===== src/ledm_pkg.sv =====
// shared types, constants and glyph tables for the two-digit led matrix frame builder
// used by ledm_digit_split, led_matrix_two_digit_frame_top and the testbench; depends on nothing
package ledm_pkg;

    localparam int ROWS  = 8;
    localparam int ROW_W = $clog2(ROWS);

    // largest reading shown, in tenths
    localparam logic [9:0]  VALUE_MAX   = 10'd999;
    // reciprocal constants for the digit split: v/100 = (v*41)>>12 for v <= 999,
    // r/10 = (r*205)>>11 for r <= 99
    localparam logic [15:0] TENS_RECIP  = 16'd41;
    localparam int          TENS_SHIFT  = 12;
    localparam logic [14:0] UNITS_RECIP = 15'd205;
    localparam int          UNITS_SHIFT = 11;
    localparam logic [9:0]  HUNDRED     = 10'd100;
    localparam logic [6:0]  TEN         = 7'd10;

    // glyph and bar row patterns
    localparam logic [7:0] GLYPH_FULL  = 8'b11100000;
    localparam logic [7:0] GLYPH_SIDES = 8'b10100000;
    localparam logic [7:0] GLYPH_RIGHT = 8'b00100000;
    localparam logic [7:0] GLYPH_LEFT  = 8'b10000000;
    localparam logic [7:0] BAR_FULL    = 8'b11111111;
    localparam logic [7:0] BAR_TIP     = 8'b00000001;
    localparam logic [7:0] ROW_BLANK   = 8'b00000000;

    typedef logic [0:ROWS-1][7:0] plane_t;

    typedef struct packed {
        logic       operation;
        logic [9:0] value_tenths;
    } item_t;

    typedef struct packed {
        logic [ROW_W-1:0] row_index;
        logic [7:0]       green_row;
        logic [7:0]       red_row;
        logic             last_row;
    } row_t;

    typedef struct packed {
        logic       operation;
        logic [3:0] tens;
        logic [3:0] units;
        logic [3:0] tenths;
    } digits_t;

    // 3x7 glyph in bits 7..5 of source rows 0..6, row 7 blank
    function automatic plane_t glyph_rows(input logic [3:0] d);
        plane_t p;
        unique case (d)
            4'd0: p = {GLYPH_FULL, GLYPH_SIDES, GLYPH_SIDES, GLYPH_SIDES,
                       GLYPH_SIDES, GLYPH_SIDES, GLYPH_FULL, ROW_BLANK};
            4'd1: p = {GLYPH_RIGHT, GLYPH_RIGHT, GLYPH_RIGHT, GLYPH_RIGHT,
                       GLYPH_RIGHT, GLYPH_RIGHT, GLYPH_RIGHT, ROW_BLANK};
            4'd2: p = {GLYPH_FULL, GLYPH_RIGHT, GLYPH_RIGHT, GLYPH_FULL,
                       GLYPH_LEFT, GLYPH_LEFT, GLYPH_FULL, ROW_BLANK};
            4'd3: p = {GLYPH_FULL, GLYPH_RIGHT, GLYPH_RIGHT, GLYPH_FULL,
                       GLYPH_RIGHT, GLYPH_RIGHT, GLYPH_FULL, ROW_BLANK};
            4'd4: p = {GLYPH_SIDES, GLYPH_SIDES, GLYPH_SIDES, GLYPH_FULL,
                       GLYPH_RIGHT, GLYPH_RIGHT, GLYPH_RIGHT, ROW_BLANK};
            4'd5: p = {GLYPH_FULL, GLYPH_LEFT, GLYPH_LEFT, GLYPH_FULL,
                       GLYPH_RIGHT, GLYPH_RIGHT, GLYPH_FULL, ROW_BLANK};
            4'd6: p = {GLYPH_FULL, GLYPH_LEFT, GLYPH_LEFT, GLYPH_FULL,
                       GLYPH_SIDES, GLYPH_SIDES, GLYPH_FULL, ROW_BLANK};
            4'd7: p = {GLYPH_FULL, GLYPH_SIDES, GLYPH_SIDES, GLYPH_RIGHT,
                       GLYPH_RIGHT, GLYPH_RIGHT, GLYPH_RIGHT, ROW_BLANK};
            4'd8: p = {GLYPH_FULL, GLYPH_SIDES, GLYPH_SIDES, GLYPH_FULL,
                       GLYPH_SIDES, GLYPH_SIDES, GLYPH_FULL, ROW_BLANK};
            4'd9: p = {GLYPH_FULL, GLYPH_SIDES, GLYPH_SIDES, GLYPH_FULL,
                       GLYPH_RIGHT, GLYPH_RIGHT, GLYPH_RIGHT, ROW_BLANK};
            default: p = '0;
        endcase
        return p;
    endfunction

    // bottom-row bar of t lit pixels from the left; nine also lights bit 0 above
    function automatic plane_t bar_rows(input logic [3:0] t);
        plane_t p;
        p = '0;
        if (t >= 4'd8)
        begin
            p[ROWS-1] = BAR_FULL;
        end
        else
        begin
            p[ROWS-1] = ~(BAR_FULL >> t);
        end
        if (t == 4'd9)
        begin
            p[ROWS-2] = BAR_TIP;
        end
        return p;
    endfunction

endpackage


===== src/ledm_digit_split.sv =====
// four-stage pipeline that saturates a reading and splits it into tens, units, tenths
// depends on ledm_pkg
module ledm_digit_split (
    input  logic              clk,
    input  logic              rst_n,
    input  logic              valid,
    output logic              stall,
    input  ledm_pkg::item_t   item,
    output logic              dig_valid,
    input  logic              dig_stall,
    output ledm_pkg::digits_t digits
);

    logic        a_valid_reg, b_valid_reg, c_valid_reg, d_valid_reg;
    logic        en_a, en_b, en_c, en_d;

    logic        a_op_reg;
    logic [9:0]  a_v_reg;
    logic [15:0] a_q_reg;

    logic        b_op_reg;
    logic [3:0]  b_tens_reg;
    logic [6:0]  b_rem_reg;

    logic        c_op_reg;
    logic [3:0]  c_tens_reg;
    logic [6:0]  c_rem_reg;
    logic [14:0] c_p_reg;

    ledm_pkg::digits_t d_digits_reg;

    logic [9:0]  v_sat;
    logic [15:0] a_q_next;
    logic [3:0]  b_tens_next;
    logic [6:0]  b_rem_next;
    logic [14:0] c_p_next;
    logic [3:0]  d_units_next;
    logic [3:0]  d_tenths_next;

    // a stage moves when it is empty or the one after it moves
    assign en_d  = !d_valid_reg || !dig_stall;
    assign en_c  = !c_valid_reg || en_d;
    assign en_b  = !b_valid_reg || en_c;
    assign en_a  = !a_valid_reg || en_b;
    assign stall = !en_a;

    always_comb
    begin
        v_sat         = (item.value_tenths > ledm_pkg::VALUE_MAX) ? ledm_pkg::VALUE_MAX
                                                                  : item.value_tenths;
        a_q_next      = 16'(v_sat) * ledm_pkg::TENS_RECIP;
        b_tens_next   = a_q_reg[ledm_pkg::TENS_SHIFT +: 4];
        b_rem_next    = 7'(a_v_reg - 10'(b_tens_next) * ledm_pkg::HUNDRED);
        c_p_next      = 15'(b_rem_reg) * ledm_pkg::UNITS_RECIP;
        d_units_next  = c_p_reg[ledm_pkg::UNITS_SHIFT +: 4];
        d_tenths_next = 4'(c_rem_reg - 7'(d_units_next) * ledm_pkg::TEN);
    end

    always_ff @(posedge clk or negedge rst_n)
    begin
        if (!rst_n)
        begin
            a_valid_reg <= 1'b0;
            b_valid_reg <= 1'b0;
            c_valid_reg <= 1'b0;
            d_valid_reg <= 1'b0;
        end
        else
        begin
            if (en_a)
            begin
                a_valid_reg <= valid;
            end
            if (en_b)
            begin
                b_valid_reg <= a_valid_reg;
            end
            if (en_c)
            begin
                c_valid_reg <= b_valid_reg;
            end
            if (en_d)
            begin
                d_valid_reg <= c_valid_reg;
            end
        end
    end

    always_ff @(posedge clk)
    begin
        if (en_a)
        begin
            a_op_reg <= item.operation;
            a_v_reg  <= v_sat;
            a_q_reg  <= a_q_next;
        end
        if (en_b)
        begin
            b_op_reg   <= a_op_reg;
            b_tens_reg <= b_tens_next;
            b_rem_reg  <= b_rem_next;
        end
        if (en_c)
        begin
            c_op_reg   <= b_op_reg;
            c_tens_reg <= b_tens_reg;
            c_rem_reg  <= b_rem_reg;
            c_p_reg    <= c_p_next;
        end
        if (en_d)
        begin
            d_digits_reg.operation <= c_op_reg;
            d_digits_reg.tens      <= c_tens_reg;
            d_digits_reg.units     <= d_units_next;
            d_digits_reg.tenths    <= d_tenths_next;
        end
    end

    assign dig_valid = d_valid_reg;
    assign digits    = d_digits_reg;

endmodule


===== src/led_matrix_two_digit_frame_top.sv =====
// top level of the two-digit led matrix frame builder: digit split, plane build, row output
// depends on ledm_pkg and ledm_digit_split
//
// Each accepted reading (tenths, saturated at 999, plus a temperature/humidity mode bit)
// produces eight row transactions, row 0 first, the last one flagged by last_row. Rows
// leave one per cycle while row_stall is low, so the sustained rate of readings is set
// by the row serializer that walks the registered frame. Readings enter a four-stage
// digit split pipeline and a frame register behind it, so a new reading is taken while
// the previous frame is still going out; the first row of a reading is valid once it
// has passed split stages a, b, c and d and been loaded into the frame register. Stalls
// on the row side hold the current row and back up the pipeline without dropping anything.
module led_matrix_two_digit_frame_top (
    input  logic            clk,
    input  logic            rst_n,
    input  logic            item_valid,
    output logic            item_stall,
    input  ledm_pkg::item_t item,
    output logic            row_valid,
    input  logic            row_stall,
    output ledm_pkg::row_t  row
);

    logic              dig_valid;
    logic              dig_stall;
    ledm_pkg::digits_t digits;

    ledm_pkg::plane_t  green_reg, red_reg;
    ledm_pkg::plane_t  green_next, red_next;
    logic              frame_valid_reg, frame_valid_next;
    logic [ledm_pkg::ROW_W-1:0] row_cnt_reg, row_cnt_next;

    logic              last;
    logic              row_done;
    logic              frame_free;
    logic              load;

    ledm_digit_split u_split (
        .clk       (clk),
        .rst_n     (rst_n),
        .valid     (item_valid),
        .stall     (item_stall),
        .item      (item),
        .dig_valid (dig_valid),
        .dig_stall (dig_stall),
        .digits    (digits)
    );

    // build both source planes and transpose them into output rows
    always_comb
    begin
        ledm_pkg::plane_t g_tens, g_units, bar, g_src, r_src;
        g_tens  = ledm_pkg::glyph_rows(digits.tens);
        g_units = ledm_pkg::glyph_rows(digits.units);
        bar     = ledm_pkg::bar_rows(digits.tenths);
        for (int k = 0; k < ledm_pkg::ROWS; k++)
        begin
            g_src[k] = g_tens[k] | (g_units[k] >> 4);
            r_src[k] = digits.operation ? (g_src[k] | bar[k]) : bar[k];
        end
        for (int j = 0; j < ledm_pkg::ROWS; j++)
        begin
            for (int i = 0; i < ledm_pkg::ROWS; i++)
            begin
                green_next[j][i] = g_src[i][j];
                red_next[j][i]   = r_src[i][j];
            end
        end
    end

    assign last       = (row_cnt_reg == ledm_pkg::ROW_W'(ledm_pkg::ROWS - 1));
    assign row_done   = row_valid && !row_stall;
    assign frame_free = !frame_valid_reg || (row_done && last);
    assign load       = dig_valid && frame_free;
    assign dig_stall  = !frame_free;

    always_comb
    begin
        frame_valid_next = frame_valid_reg;
        row_cnt_next     = row_cnt_reg;
        priority if (load)
        begin
            frame_valid_next = 1'b1;
            row_cnt_next     = '0;
        end
        else if (row_done)
        begin
            frame_valid_next = !last;
            row_cnt_next     = row_cnt_reg + 1'b1;
        end
        else
        begin
            frame_valid_next = frame_valid_reg;
            row_cnt_next     = row_cnt_reg;
        end
    end

    always_ff @(posedge clk or negedge rst_n)
    begin
        if (!rst_n)
        begin
            frame_valid_reg <= 1'b0;
            row_cnt_reg     <= '0;
        end
        else
        begin
            frame_valid_reg <= frame_valid_next;
            row_cnt_reg     <= row_cnt_next;
        end
    end

    always_ff @(posedge clk)
    begin
        if (load)
        begin
            green_reg <= green_next;
            red_reg   <= red_next;
        end
    end

    assign row_valid     = frame_valid_reg;
    assign row.row_index = row_cnt_reg;
    assign row.green_row = green_reg[row_cnt_reg];
    assign row.red_row   = red_reg[row_cnt_reg];
    assign row.last_row  = last;

    // mid-frame transaction steps to the next row of the same frame
    a_row_step: assert property (@(posedge clk) disable iff (!rst_n)
        row_done && !last |=> frame_valid_reg
            && row_cnt_reg == ledm_pkg::ROW_W'($past(row_cnt_reg) + 1'b1))
        else $error("row counter did not advance within frame");

    // a new frame always starts at row zero
    a_frame_start: assert property (@(posedge clk) disable iff (!rst_n)
        dig_valid && !dig_stall |=> frame_valid_reg && row_cnt_reg == '0)
        else $error("frame load did not restart row counter");

    // a held row keeps its frame and position
    a_row_hold: assert property (@(posedge clk) disable iff (!rst_n)
        frame_valid_reg && row_stall |=> frame_valid_reg && $stable(row_cnt_reg)
            && $stable(green_reg) && $stable(red_reg))
        else $error("frame changed under a stalled row");

    // no frame load while rows of the previous frame remain
    a_no_overwrite: assert property (@(posedge clk) disable iff (!rst_n)
        frame_valid_reg && !last |-> !load)
        else $error("frame overwritten before last row");

endmodule


===== config.mk =====
export PLATFORM = sky130hd
export DESIGN_NAME = led_matrix_two_digit_frame_top
export DESIGN_NICKNAME = d
export VERILOG_FILES = /design/src/ledm_pkg.sv /design/src/ledm_digit_split.sv /design/src/led_matrix_two_digit_frame_top.sv
export SDC_FILE = /design/constraint.sdc
export NUM_CORES = 1
export LEC_CHECK = 0
export BUFFER_PORTS_ARGS = -buffer_cell sky130_fd_sc_hd__buf_2
export CAP_MARGIN = 25
export CORE_AREA = 5 5 132 134
export DETAILED_ROUTE_END_ITERATION = 6
export DIE_AREA = 0 0 137 139
export GPL_ROUTABILITY_DRIVEN = 0
export HOLD_SLACK_MARGIN = 0.1
export PLACE_DENSITY = 0.62
export RECOVER_POWER = 50
export SKIP_CTS_REPAIR_TIMING = 1
export SLEW_MARGIN = 25
export SYNTH_ARGS = -nofsm -noshare
export SYNTH_HDL_FRONTEND = slang
export SYNTH_SLANG_ARGS = --single-unit

===== constraint.sdc =====
create_clock -name clk -period 4.7 [get_ports clk]
set_input_delay 0.47 -clock clk [delete_from_list [all_inputs] [get_ports clk]]
set_output_delay 0.47 -clock clk [all_outputs]
set_load 0.02 [all_outputs]

==> flow_summary.json <==
{
  "status": "finished, violations left",
  "violations": "max-capacitance violations, max-slew violations",
  "fmax_mhz": 268,
  "place_ws_ns": 0.741,
  "fin_crit_ns": 3.73,
  "diodes": 0,
  "io_pins": 37,
  "grt_pass1_wl_microns": 19600,
  "cp.required_ns": 4.94,
  "multi_input_comb_area_sq_um": 3120,
  "worstHoldPathType": "in -> reg",
  "maxSlewViolCount": 53,
  "vias_per_cell": 4.92,
  "detail-route-antenna-nets": 0,
  "synth.avg_cell_area_sq_um": 12.8,
  "syn_inst": 555,
  "post-route-period-util_pct": 79.4,
  "synth_ff_type": "edfxtp_1",
  "clk_pin_slew_ns": 0.06,
  "dp.cells": 789,
  "max_cap_viol_count": 1,
  "area_growth_pct": 12.7,
  "min_to": "u_split.a_op_reg",
  "num_rows": 47,
  "reg2reg_slack_ns": 0.97,
  "endpoint_kind": "flop",
  "skew_ns": 0.00768,
  "syn_area_sq_um": 7120,
  "h-tree-depth": 4,
  "worstPathArrival_ns": 3.97,
  "drc": 0,
  "regArea_sq_um": 3570,
  "start_kind": "flop",
  "crit_fanout": 4,
  "yosys-mux-area-fraction_pct": 7.65,
  "worstRegToRegCells": 12,
  "clkLatencyLatePin_ns": 0.41,
  "cts_made_buffers": 17,
  "wl_microns": 11500,
  "overflow": 0,
  "initial_core_util_pct": 44.0,
  "seq_area_frac_synth_pct": 50.2,
  "synth_xor_area_share_pct": 2.34,
  "wl_per_cell_microns": 14.0,
  "synth_compound_area_share_pct": 6.54,
  "setup_ws_ns": 0.970,
  "critPathKind": "reg -> reg",
  "drt-initial-drc-count": 132,
  "r2r-start": "u_split.b_rem_reg[4]",
  "peakVddDrop_v": 0.000279,
  "crit-reg2reg-capture": "u_split.c_p_reg[14]",
  "grt_pass1_vias": 4149,
  "final-hold-violation-count": 0,
  "synth_top_family_by_area": "adder cells",
  "power_mw": 4.32,
  "async_flop_share_pct": 6.30,
  "die_y_microns": 139,
  "cts_tree": "built",
  "layout.cells.non_filler": 822,
  "port-buffer-count": 35,
  "p_leak_nw": 3.42,
  "hpwl_microns": 8640,
  "grt_use_total_pct": 13.0,
  "synth_cell_types": 50,
  "die_x_microns": 137,
  "hold_depth": 1,
  "tns_ns": 0,
  "grt_start_max_net_pins": 53,
  "cts_root_buffer": "clkbuf_16",
  "synth_seq_cells": 127,
  "rsz0062_at_grt": "no",
  "whs_ns": 0.236,
  "clock_sinks": 127,
  "synth_nets": 669,
  "synth_edf_count": 99,
  "vias": 4045,
  "synthAdderAreaFrac_pct": 18.9,
  "slew_headroom_pct": -48.5,
  "setup_viol": 0,
  "yosysWarnings": 0,
  "clockBufferDepth": 2,
  "p_per_area_nw_per_um2": 539,
  "hold_start": "item[10]",
  "die_area_sq_um": 19000,
  "final_layout_size_suffix_gt1_share_pct": 16.4,
  "worst_pin_slew_ns": 2.23,
  "synth_simple_gate_area_share_pct": 8.46,
  "drt_pre_antenna_iters": 4,
  "n_fill_cell": 1428,
  "nets": 703,
  "antenna_found_initial": 0,
  "largest_reg_flops": 29,
  "design.core.area_sq_um": 16200
}
through the flow:
stage / util (%) / instance area [sq um]
4_1_cts: 49.7 / 8030
5_1_grt: 49.6 / 8020
3_3_place_gp: 46.0 / 7430
3_5_place_dp: 46.0 / 7430
6_report: 49.6 / 8020
2_1_floorplan: - / 7120
where the power goes:
part	internal (mW)	total [mW]	switching (mW)	leakage (nW)
sequential	1.46	1.60	0.142	1.15
clock	0.800	1.32	0.516	0.286
combinational	0.607	1.41	0.799	1.99
total	2.87	4.32	1.46	3.42
worst max-delay path by stage:
stage | to | slack [ns] | depth (start not counted) | startpoint
2_1_floorplan | u_split.a_q_reg[14] | 1.11 | 15 | item[6]
3_3_place_gp | u_split.a_q_reg[14] | 0.84 | 16 | item[6]
3_5_place_dp | u_split.a_q_reg[14] | 0.74 | 16 | item[6]
4_1_cts | u_split.c_p_reg[14] | 0.86 | 12 | u_split.b_rem_reg[4]
5_1_grt | u_split.c_p_reg[14] | 0.63 | 12 | u_split.b_rem_reg[4]
6_report | u_split.c_p_reg[14] | 0.97 | 12 | u_split.b_rem_reg[4]
layout make-up:
cell class / count / share of cell area (%)
Sequential cell: 127 / 44.6
Multi-Input combinational cell: 334 / 38.9
Clock buffer: 17 / 5.30
Tap cell: 220 / 3.43
Inverter: 71 / 3.32
Timing Repair Buffer: 38 / 2.29
Clock inverter: 15 / 2.18
layout by cell type (no fill, tap or decap), drive strengths merged, types with 3 or more instances in the layout:
| master | Yosys | layout |
|---|---|---|
| nand4 | 3 | 3 |
| clkbuf | 11 | 26 |
| xor2 | 5 | 5 |
| mux4 | 6 | 6 |
| dfrtp | 8 | 8 |
| nor2 | 18 | 18 |
| mux2 | 11 | 11 |
| xnor2 | 14 | 14 |
| nand2b | 10 | 10 |
| ha | 85 | 85 |
| a21o | 12 | 12 |
| buf | 12 | 28 |
| o21ai | 9 | 9 |
| a31oi | 11 | 11 |
| inv | 71 | 79 |
| nand3 | 11 | 11 |
| dfxtp | 20 | 20 |
| and2 | 27 | 27 |
| edfxtp | 99 | 99 |
| nand2 | 17 | 17 |
| a21oi | 25 | 25 |
| fa | 14 | 14 |
| clkinvlp | 0 | 3 |
| and3 | 7 | 7 |
| or2 | 7 | 7 |
| mux2i | 21 | 21 |
kinds of logic after synthesis:
family	Yosys count
flip-flops	127
AND/OR/NAND/NOR	108
adder cells (fa/ha/maj)	99
buffers and inverters	94
AO/OA/AOI/OAI	69
multiplexers	38
XOR/XNOR	19
other	1
layer usage:
metal	up-vias	routed length [microns]	GRT usage (%)
li1	2025	-	-
met4	0	165	4.15
met1	1955	5230	16.5
met2	51	5720	21.6
met3	14	377	3.41
met5	-	0	0
critical path: stages, from the launching register on:
cell      delay (ns)
edfxtp_1        0.46
ha_1            0.33
ha_1            0.27
inv_1           0.05
fa_1            0.50
inv_1           0.05
fa_1            0.45
ha_1            0.29
a21oi_1         0.06
a211oi_1        0.41
o211ai_1        0.17
a21oi_1         0.27
mux2i_1         0.25
synthesized netlist by cell type (12+ instances only):
library cell | number | share of area (%)
a21o_1 | 12 | 1.3
a21oi_1 | 22 | 1.5
and2_1 | 27 | 2.4
dfxtp_1 | 20 | 5.6
edfxtp_1 | 99 | 42
fa_1 | 14 | 3.9
ha_1 | 85 | 15
inv_1 | 71 | 3.7
mux2i_1 | 15 | 2.1
nand2_1 | 17 | 0.90
nor2_1 | 18 | 0.95
xnor2_1 | 14 | 1.7
Power figures use the tool's default switching activity.
